**src/hw/rtl/khbi_pkg.sv**
```systemverilog
package khbi_pkg;

  localparam int unsigned HashW   = 32;
  localparam int unsigned BucketW = 16;
  localparam int unsigned ByteW   = 8;
  localparam int unsigned PaddrW  = 3;
  localparam int unsigned PdataW  = 32;
  localparam int unsigned DivSteps = HashW;
  localparam int unsigned DivCntW  = $clog2(DivSteps);

  localparam logic [BucketW-1:0] BucketCountReset = BucketW'(100);

  typedef enum logic [0:0] {
    REG_BUCKET_COUNT = 1'b0
  } reg_idx_e;

  typedef struct packed {
    logic [ByteW-1:0] key_byte;
    logic             has_byte;
    logic             last;
  } in_item_t;

  typedef struct packed {
    logic [HashW-1:0]   hash_value;
    logic [BucketW-1:0] bucket_index;
  } out_item_t;

  typedef struct packed {
    logic full;
    logic empty;
  } fifo_stat_t;

  typedef enum logic [3:0] {
    S_IDLE = 4'b0001,
    S_MIX  = 4'b0010,
    S_DIV  = 4'b0100,
    S_DONE = 4'b1000
  } back_state_e;

  function automatic logic [HashW-1:0] fold_byte(input logic [HashW-1:0] h,
                                                 input logic [ByteW-1:0] b);
    logic [HashW-1:0] t;
    t = h + HashW'(b);
    t = t + (t << 10);
    t = t ^ (t >> 6);
    return t;
  endfunction

  function automatic logic [HashW-1:0] final_mix(input logic [HashW-1:0] h);
    logic [HashW-1:0] t;
    t = h + (h << 3);
    t = t ^ (t >> 11);
    t = t + (t << 15);
    return t;
  endfunction

endpackage

```
**src/hw/rtl/khbi_front.sv**
```systemverilog
module khbi_front
  import khbi_pkg::*;
(
  input  logic                   clk_i,
  input  logic                   rst_ni,
  input  logic                   in_valid_i,
  output logic                   in_ready_o,
  input  in_item_t               in_item_i,
  input  fifo_stat_t             fifo_stat_i,
  output logic                   push_o,
  output logic [HashW-1:0]       push_data_o
);

  logic [HashW-1:0] running_hash_q, running_hash_d;
  logic [HashW-1:0] folded;
  logic             accept;

  assign in_ready_o = !fifo_stat_i.full;
  assign accept     = in_valid_i && in_ready_o;

  always_comb begin
    folded = in_item_i.has_byte ? fold_byte(running_hash_q, in_item_i.key_byte)
                                : running_hash_q;
  end

  // A key end hands the folded value on and restarts the running hash.
  always_comb begin
    running_hash_d = running_hash_q;
    if (accept) begin
      running_hash_d = in_item_i.last ? '0 : folded;
    end
  end

  assign push_o      = accept && in_item_i.last;
  assign push_data_o = folded;

  always_ff @(posedge clk_i or negedge rst_ni) begin
    if (!rst_ni) begin
      running_hash_q <= '0;
    end else begin
      running_hash_q <= running_hash_d;
    end
  end

endmodule

```
**src/hw/rtl/khbi_fifo.sv**
```systemverilog
module khbi_fifo
  import khbi_pkg::*;
(
  input  logic             clk_i,
  input  logic             rst_ni,
  input  logic             push_i,
  input  logic [HashW-1:0] push_data_i,
  input  logic             pop_i,
  output logic [HashW-1:0] pop_data_o,
  output fifo_stat_t       stat_o
);

  logic [HashW-1:0] mem [2];
  logic             wr_ptr_q, rd_ptr_q;
  logic [1:0]       count_q;
  logic [HashW-1:0] rd_data_q;

  assign stat_o.full  = (count_q == 2'd2);
  assign stat_o.empty = (count_q == 2'd0);
  assign pop_data_o   = rd_data_q;

  always_ff @(posedge clk_i) begin
    if (push_i) begin
      mem[wr_ptr_q] <= push_data_i;
    end
    if (pop_i) begin
      rd_data_q <= mem[rd_ptr_q];
    end
  end

  always_ff @(posedge clk_i or negedge rst_ni) begin
    if (!rst_ni) begin
      wr_ptr_q <= 1'b0;
      rd_ptr_q <= 1'b0;
      count_q  <= 2'd0;
    end else begin
      if (push_i) begin
        wr_ptr_q <= ~wr_ptr_q;
      end
      if (pop_i) begin
        rd_ptr_q <= ~rd_ptr_q;
      end
      if (push_i && !pop_i) begin
        count_q <= count_q + 2'd1;
      end else if (pop_i && !push_i) begin
        count_q <= count_q - 2'd1;
      end
    end
  end

endmodule

```
**src/hw/rtl/khbi_back.sv**
```systemverilog
module khbi_back
  import khbi_pkg::*;
(
  input  logic               clk_i,
  input  logic               rst_ni,
  input  logic [BucketW-1:0] bucket_count_i,
  input  fifo_stat_t         fifo_stat_i,
  output logic               pop_o,
  input  logic [HashW-1:0]   pop_data_i,
  output logic               out_valid_o,
  input  logic               out_ready_i,
  output out_item_t          out_item_o
);

  back_state_e        state_q, state_d;
  logic [HashW-1:0]   hash_q;
  logic [HashW-1:0]   dividend_q;
  logic [BucketW-1:0] rem_q;
  logic [DivCntW-1:0] cnt_q;
  logic               out_valid_q;
  out_item_t          out_item_q;
  logic [BucketW:0]   rem_shift;
  logic [BucketW:0]   rem_next;
  logic               load_out;
  logic [HashW-1:0]   mixed;

  assign pop_o = (state_q == S_IDLE) && !fifo_stat_i.empty;
  assign mixed = final_mix(pop_data_i);

  // One restoring step per cycle, quotient bits are not kept.
  always_comb begin
    rem_shift = {rem_q, dividend_q[HashW-1]};
    rem_next  = rem_shift;
    if (rem_shift >= {1'b0, bucket_count_i}) begin
      rem_next = rem_shift - {1'b0, bucket_count_i};
    end
  end

  assign load_out = (state_q == S_DONE) && (!out_valid_q || out_ready_i);

  always_comb begin
    state_d = state_q;
    case (state_q)
      S_IDLE: if (pop_o) state_d = S_MIX;
      S_MIX:  state_d = S_DIV;
      S_DIV:  if (cnt_q == DivCntW'(DivSteps - 1)) state_d = S_DONE;
      S_DONE: if (load_out) state_d = S_IDLE;
      default: state_d = S_IDLE;
    endcase
  end

  always_ff @(posedge clk_i) begin
    case (state_q)
      S_MIX: begin
        hash_q     <= mixed;
        dividend_q <= mixed;
        rem_q      <= '0;
      end
      S_DIV: begin
        dividend_q <= dividend_q << 1;
        rem_q      <= rem_next[BucketW-1:0];
      end
      default: ;
    endcase
    if (load_out) begin
      out_item_q.hash_value   <= hash_q;
      out_item_q.bucket_index <= (bucket_count_i == '0) ? '0 : rem_q;
    end
  end

  always_ff @(posedge clk_i or negedge rst_ni) begin
    if (!rst_ni) begin
      state_q     <= S_IDLE;
      cnt_q       <= '0;
      out_valid_q <= 1'b0;
    end else begin
      state_q <= state_d;
      if (state_q == S_MIX) begin
        cnt_q <= '0;
      end else if (state_q == S_DIV) begin
        cnt_q <= cnt_q + DivCntW'(1);
      end
      if (load_out) begin
        out_valid_q <= 1'b1;
      end else if (out_ready_i) begin
        out_valid_q <= 1'b0;
      end
    end
  end

  assign out_valid_o = out_valid_q;
  assign out_item_o  = out_item_q;

endmodule

```
**src/hw/rtl/key_hash_bucket_index.sv**
```systemverilog
// Streaming one-at-a-time key hash with bucket reduction. Key bytes enter one
// item per cycle; the front folds each byte into the running hash in the same
// cycle it is accepted. An item with last set closes the key and passes the
// folded value through a two-entry queue to the back, which pops it, applies the
// final mix, reduces it modulo bucket_count with a bit-serial remainder unit (one
// dividend bit per cycle) and loads the output register, waiting while the previous
// result waits, so each key end occupies the back until its result is loaded.
// Items keep flowing at one per cycle while the back works, until two key ends
// wait in the queue; then the input stalls, byte items included, until the back
// pops one. bucket_count of zero gives bucket_index 0.
// bucket_count is register 0 at APB byte address 0 and resets to 100.
module key_hash_bucket_index
  import khbi_pkg::*;
(
  input  logic              clk_i,
  input  logic              rst_ni,
  input  logic              in_valid_i,
  output logic              in_ready_o,
  input  in_item_t          in_item_i,
  output logic              out_valid_o,
  input  logic              out_ready_i,
  output out_item_t         out_item_o,
  input  logic              psel,
  input  logic              penable,
  input  logic              pwrite,
  input  logic [PaddrW-1:0] paddr,
  input  logic [PdataW-1:0] pwdata,
  output logic [PdataW-1:0] prdata,
  output logic              pready
);

  logic [BucketW-1:0] bucket_count_q;
  logic               push;
  logic [HashW-1:0]   push_data;
  logic               pop;
  logic [HashW-1:0]   pop_data;
  fifo_stat_t         fifo_stat;
  logic               reg_sel;

  assign pready  = 1'b1;
  assign reg_sel = (paddr[PaddrW-1:2] == REG_BUCKET_COUNT);
  assign prdata  = reg_sel ? PdataW'(bucket_count_q) : '0;

  always_ff @(posedge clk_i or negedge rst_ni) begin
    if (!rst_ni) begin
      bucket_count_q <= BucketCountReset;
    end else if (psel && penable && pwrite && pready && reg_sel) begin
      bucket_count_q <= pwdata[BucketW-1:0];
    end
  end

  khbi_front u_front (
    .clk_i       (clk_i),
    .rst_ni      (rst_ni),
    .in_valid_i  (in_valid_i),
    .in_ready_o  (in_ready_o),
    .in_item_i   (in_item_i),
    .fifo_stat_i (fifo_stat),
    .push_o      (push),
    .push_data_o (push_data)
  );

  khbi_fifo u_fifo (
    .clk_i       (clk_i),
    .rst_ni      (rst_ni),
    .push_i      (push),
    .push_data_i (push_data),
    .pop_i       (pop),
    .pop_data_o  (pop_data),
    .stat_o      (fifo_stat)
  );

  khbi_back u_back (
    .clk_i          (clk_i),
    .rst_ni         (rst_ni),
    .bucket_count_i (bucket_count_q),
    .fifo_stat_i    (fifo_stat),
    .pop_o          (pop),
    .pop_data_i     (pop_data),
    .out_valid_o    (out_valid_o),
    .out_ready_i    (out_ready_i),
    .out_item_o     (out_item_o)
  );

  // A key end always leaves something queued for the back.
  assert property (@(posedge clk_i) disable iff (!rst_ni)
    push |=> !fifo_stat.empty)
    else $error("queue empty after key end");

  // Never push into a full queue, not even in a cycle that pops.
  assert property (@(posedge clk_i) disable iff (!rst_ni)
    fifo_stat.full |-> !push)
    else $error("push into full queue");

  // A new result appears only after the remainder unit has finished.
  assert property (@(posedge clk_i) disable iff (!rst_ni)
    (out_valid_o && !$past(out_valid_o)) |-> $past(u_back.state_q == S_DONE))
    else $error("result without finished reduction");

endmodule

```
**config.mk**
```make
export PLATFORM = sky130hd
export DESIGN_NAME = key_hash_bucket_index
export DESIGN_NICKNAME = d
export VERILOG_FILES = /design/src/hw/rtl/khbi_pkg.sv /design/src/hw/rtl/khbi_front.sv /design/src/hw/rtl/khbi_fifo.sv /design/src/hw/rtl/khbi_back.sv /design/src/hw/rtl/key_hash_bucket_index.sv
export SDC_FILE = /design/constraint.sdc
export NUM_CORES = 1
export LEC_CHECK = 0
export BUFFER_PORTS_ARGS = -buffer_cell sky130_fd_sc_hd__clkbuf_2
export CAP_MARGIN = 20
export CORE_MARGIN = 5
export CORE_UTILIZATION = 45
export CTS_CLUSTER_DIAMETER = 120
export DETAILED_ROUTE_END_ITERATION = 10
export PLACE_DENSITY = 0.66
export SKIP_CTS_REPAIR_TIMING = 1
export SYNTH_ARGS = -nofsm -noshare
export SYNTH_HDL_FRONTEND = slang
export SYNTH_SLANG_ARGS = --single-unit
```
**constraint.sdc**
```tcl
create_clock -name clk_i -period 13.2 [get_ports clk_i]
set_input_delay 2.64 -clock clk_i [delete_from_list [all_inputs] [get_ports clk_i]]
set_output_delay 2.64 -clock clk_i [all_outputs]
set_load 0.05 [all_outputs]
```
=== After elaboration in Yosys (flattened, before gate mapping) ===
Memory sizes are Yosys's and may differ from the RTL's. A register that Yosys moved wholly into a read port is not among the register bits.
Cells that the tools add are included.

* Memories: 1
* Logic and storage cells: 76
* Output and inout bits: 83
* Bits in writable memories: 64
* Bits in registers: 190

* Mux-type cells: 18
* $add $sub $neg: 8
* $lt $le $gt $ge: 1
* Bitwise gates (word level): 5
* Equal/unequal tests: 9
* Reduce and logical (&&, ||, !) cells: 21

{| class="wikitable"
|+ Memory list
! name !! depth !! bits a word !! rd ports !! clocked after Yosys merged registers in !! wr ports !! RTL line !! RTL
|-
| u_fifo.mem || 2 || 32 || 1 || 1 || 1 || khbi_fifo.sv:13 || <nowiki>logic [HashW-1:0] mem [2];</nowiki>
|}

{| class="wikitable"
|+ Operators with widths
! operator !! count
|-
| $add 32x32->32 || 3
|-
| $mux 32 || 2
|-
| $pmux 32 s2 || 1
|-
| $add 32x8->32 || 1
|-
| $mux 16 || 2
|-
| $pmux 16 s2 || 1
|-
| $xor 32x21->32 || 1
|-
| $xor 32x26->32 || 1
|-
| $ge 17x16->1 || 1
|-
| $logic_not 16->1 || 1
|-
| $pmux 4 s4 || 1
|-
| $sub 16x16->16 || 1
|-
| $mux 4 || 3
|-
| $mux 5 || 2
|-
| $logic_and 1x1->1 || 9
|-
| $ne 2x1->1 const B || 3
|-
| $reduce_bool 2->1 || 3
|-
| $add 5x1->5 const B || 1
|-
| $eq 5x5->1 const B || 1
|-
| $logic_not 1->1 || 5
|-
| $eq 4x1->1 const B || 1
|-
| $eq 4x2->1 const B || 1
|-
| $eq 4x3->1 const B || 1
|-
| $eq 4x4->1 const B || 1
|-
| other kinds (9) || 15
|}

=== Depth between registers and ports, before layout ===
* Word-level depth: 8
* Depth in mapped cells: 27
* Mapped depth without buffers: 26

=== Modules after synthesis ===
A second synthesis with hierarchy kept.

* Cells, all modules: 1419
* Area total of the unflattened synthesis: 16701.0 sq um

{| class="wikitable"
|+ Modules (own cells, without submodules)
! module !! cells each !! instances !! area an instance (sq um)
|-
| khbi_back || 736 || 1 || 8274.2
|-
| khbi_front || 465 || 1 || 3913.8
|-
| khbi_fifo || 148 || 1 || 3609.7
|-
| key_hash_bucket_index || 70 || 1 || 903.4
|}

=== Worst setup path after synthesis ===
Ideal clock, no wire load.

* Path type: input to register
* Start: in in_item_i[2] in the netlist's numbering
* End: mem u_fifo.mem[0][25], data pin
* Slack: 5942 ps
* Cell stages on the path: 26
* Buffers on the path: 1
* Required time: 12924 ps
* Arrival time: 6982 ps
* Path through: ha_1 -> inv_1 -> fa_1 -> nor2b_1 -> o21ai_0 -> a21boi_0 -> o21ai_0 -> a21boi_0 -> o21ai_0 -> nor2b_1 -> clkbuf_1 -> nor3_1 -> xnor2_1 -> ha_1 -> a21o_1 -> a21oi_1 -> nor2_1 -> nor2_1 -> o21bai_1 -> a21oi_1 -> and4b_1 -> a211o_1 -> a221o_2 -> xnor2_2 -> xnor2_1 -> a21oi_1

* Word-level cells in the longest chain between the ends: 4

{| class="wikitable"
|+ RTL lines
! item !! RTL line !! RTL
|-
| start, declared || key_hash_bucket_index.sv:19 || <nowiki>input in_item_t in_item_i,</nowiki>
|-
| $add 32x8->32 || khbi_pkg.sv:43 || <nowiki>t = h + HashW'(b);</nowiki>
|-
| $add 32x32->32 || khbi_pkg.sv:44 || <nowiki>t = t + (t << 10);</nowiki>
|-
| $xor 32x26->32 || khbi_pkg.sv:45 || <nowiki>t = t ^ (t >> 6);</nowiki>
|-
| $mux 32 || khbi_front.sv:22 || <nowiki>folded = in_item_i.has_byte ? fold_byte(running_hash_q, in_item_i.key_byte)</nowiki>
|-
| via push_data[25] || key_hash_bucket_index.sv:34 || <nowiki>logic [HashW-1:0] push_data;</nowiki>
|-
| end, declared || khbi_fifo.sv:13 ||
|}

The timed path passes the listed nets, and every way through them passes these cells.

=== Final worst setup path ===
* Start: in in_item_i[2] in the netlist's numbering
* End: mem u_fifo.mem[1][23], data pin

Same word-level chain as after synthesis.

==> impl_metrics.ini <==
[sta]
final_max_slew_viol_count = 0
period_minus_slack_ps = 7610
final.period_utilization_pct = 57.7
relSlewSlack_pct = 27.7
rsz0062_at_grt = false
tns_ps = 0
finalSetupViolations = 0
finalClockSkew_ps = 8.17
hold_violations = 0
tightest_slew_ps = 1080
fmax_mhz = 131

[clock_tree]
cts_tree = yes
cts_max_path_buffers = 3
clkTransAtPathRegs_ps = 60
cts_root_buffer = clkbuf_16
clock-sinks = 286
clock_latency_ps = 530
htreeDepth = 1
numCtsBuffers = 28

[yosys]
synth_area_um2 = 16100
syn_avg_cell_area_um2 = 11.5
syn_inst = 1396
synth_area_leader_cell = edfxtp_1
ys_seq_area_share_pct = 51.6
synth_edf_count = 224
yosysTopAreaCellShare_pct = 41.9
synth_ff_type = edfxtp_1
synth_area_leaders = edfxtp_1 42%, dfrtp_1 9.0%, ha_1 7.1%, xnor2_1 4.9%, mux2_2 4.7%
synthArstFlopShare_pct = 21.7
synth_cell_type_count = 88
synth-warning-count = 0
synth-seq-cells = 286

[cells_and_area]
final_common_cell = edfxtp_1
antennaDiodeCount = 0
nNetsFinal = 1642
areaGrowthSynthToFinish_pct = 11.5
drive_above_1_share_pct = 17.2
final_cell_mix = 224 x edfxtp_1, 138 x nor2_1, 99 x nand2_1
fin_area_um2 = 17900

[place]
port-buffer-count = 99
dpl_cell_area_um2 = 17000
place_congestion = 0.887
dpl.hpwl_um = 24300

[outcome]
status = finished clean

[global_routing]
antenna_found_initial = 0
grt_max_degree = 65
grt_pass1_vias = 10400
overflow = 0
gr-usage-all-layers_pct = 16.5
grt_first_pass_wirelength_um = 53900

[drt]
firstDrtPassIters = 5
drc_errors = 0
drt_wl_total_um = 32400
drt_iter0_drc = 577
ant_nets = 0
avgViaCountPerCell = 5.23
num_vias = 10300
drt-wirelength-per-cell_um = 16.4

[worst_setup_path]
end_kind = flop
cp-start-kind = input port
rr_endpoint = u_back.dividend_q[30]
cp_slowest_cell = nor2b_1
path_class = input port to flop
r2r_start = u_fifo.pop_data_o[0]
endpoint = u_fifo.mem[1][23]
cp.arrival_ps = 7860
slowest_delay_ps = 540
cp.required_ps = 13440
r2r_slack_ps = 6690
startpoint = in_item_i[2]
r2r_cells = 24
path_max_fanout = 6

[floorplanning]
start_util_pct = 45.4
coreArea_um2 = 35400
die_h_um = 199
num_rows = 69
die_w_um = 199
dieArea_um2 = 39600
io_pins = 135

[flow_run]
cap_violations = 0

[min_path]
hold_path_class = flop to flop
synthesized netlist by cell type (4+ instances only):
cell	number
ha_1	91
edfxtp_1	224
nand2b_1	12
mux2_2	67
xnor2_1	89
and2_1	21
inv_1	57
a21oi_1	89
dfrtp_1	58
dfstp_2	4
clkbuf_1	30
o21a_1	8
fa_1	5
o211ai_1	6
mux2i_1	15
nor3_1	18
o21ai_0	49
a21boi_0	5
nand4_1	8
nor3b_1	12
a31oi_1	5
nor2_1	140
nor4_1	8
buf_4	19
buf_1	4
and3_1	8
o21bai_1	14
nand2_1	100
nand3_1	26
a41oi_1	4
o21ai_1	4
xor2_1	59
a211oi_1	8
a22o_1	14
a21o_1	32
nor2b_1	12
how the worst min path moves through the flow:
stage	start	end	slack [ps]	depth (start not counted)
floorplan	u_back.hash_q[0]	u_back.out_item_o[16]	400	0
global placement	u_back.hash_q[26]	u_back.out_item_o[42]	400	0
detailed placement	u_back.hash_q[10]	u_back.out_item_o[26]	400	0
CTS	u_back.hash_q[17]	u_back.out_item_o[33]	420	0
global route	u_back.hash_q[29]	u_back.out_item_o[45]	420	0
finish	u_back.hash_q[22]	u_back.out_item_o[38]	420	0
cell type report:
class | count | area, um2
clock buffers | 36 | 762
clock inverters | 16 | 136
fillers | 3153 | 17500
inverters | 57 | 214
multi-input cells | 1011 | 7360
flip-flops and latches | 286 | 8280
well taps | 461 | 577
repair buffers | 110 | 586
kinds of logic (layout without fill, tap and decap cells):
| family | after synthesis | after routing | share of synthesized area [%] |
|---|---|---|---|
| XOR/XNOR | 154 | 154 | 8.79 |
| adder cells (fa/ha/maj) | 97 | 97 | 7.77 |
| flip-flops | 286 | 286 | 51.6 |
| multiplexers | 82 | 82 | 5.63 |
| other | 2 | 17 | 0.0468 |
| AND/OR/NAND/NOR | 387 | 387 | 11.6 |
| AO/OA/AOI/OAI | 274 | 274 | 11.4 |
| buffers and inverters | 114 | 219 | 3.25 |
worst max-delay path: cells and delay by family:
kind            cells  cell delay (ps)
xor+xnor            3              950
simple gates        4              790
compound gates     13             2530
fa+ha+maj           3              770
buf+inv             2              170
through the flow:
stage                     hold WS (ps)  std cells  util [%]  worst slack (ps)
final                              417       1977      50.6              5590
after global routing               424       1977      50.6              5080
after CTS                          418       1976      50.6              5620
after detailed placement           405       1924      48.0              5080
after global placement             403       1924      48.0              5200
after floorplan                    400       1411         -              5940
metal layers:
layer	share of wire [%]	global-route usage, %	up-vias	wire length (um)
met4	2.0	3.93	0	632
met2	48	28.1	197	15500
met3	3.6	1.73	48	1180
met1	46	23.1	4895	15000
met5	0	0	-	0
li1	-	-	5199	-
sequential cells by signal (all words and copies together), names as in the netlist:
name,cells
u_back.out_valid_o,1
u_back.out_item_o,48
u_fifo.rd_ptr_q,1
bucket_count_q,16
u_back.rem_q,16
u_fifo.count_q,2
u_fifo.pop_data_o,32
u_back.cnt_q,5
u_fifo.mem,64
u_fifo.wr_ptr_q,1
u_back.dividend_q,32
u_back.state_q,4
u_front.running_hash_q,32
u_back.hash_q,32
Power is left out: the tool's default activity adds up to more than one toggle a clock period on the data nets, which glitch-free logic cannot reach.
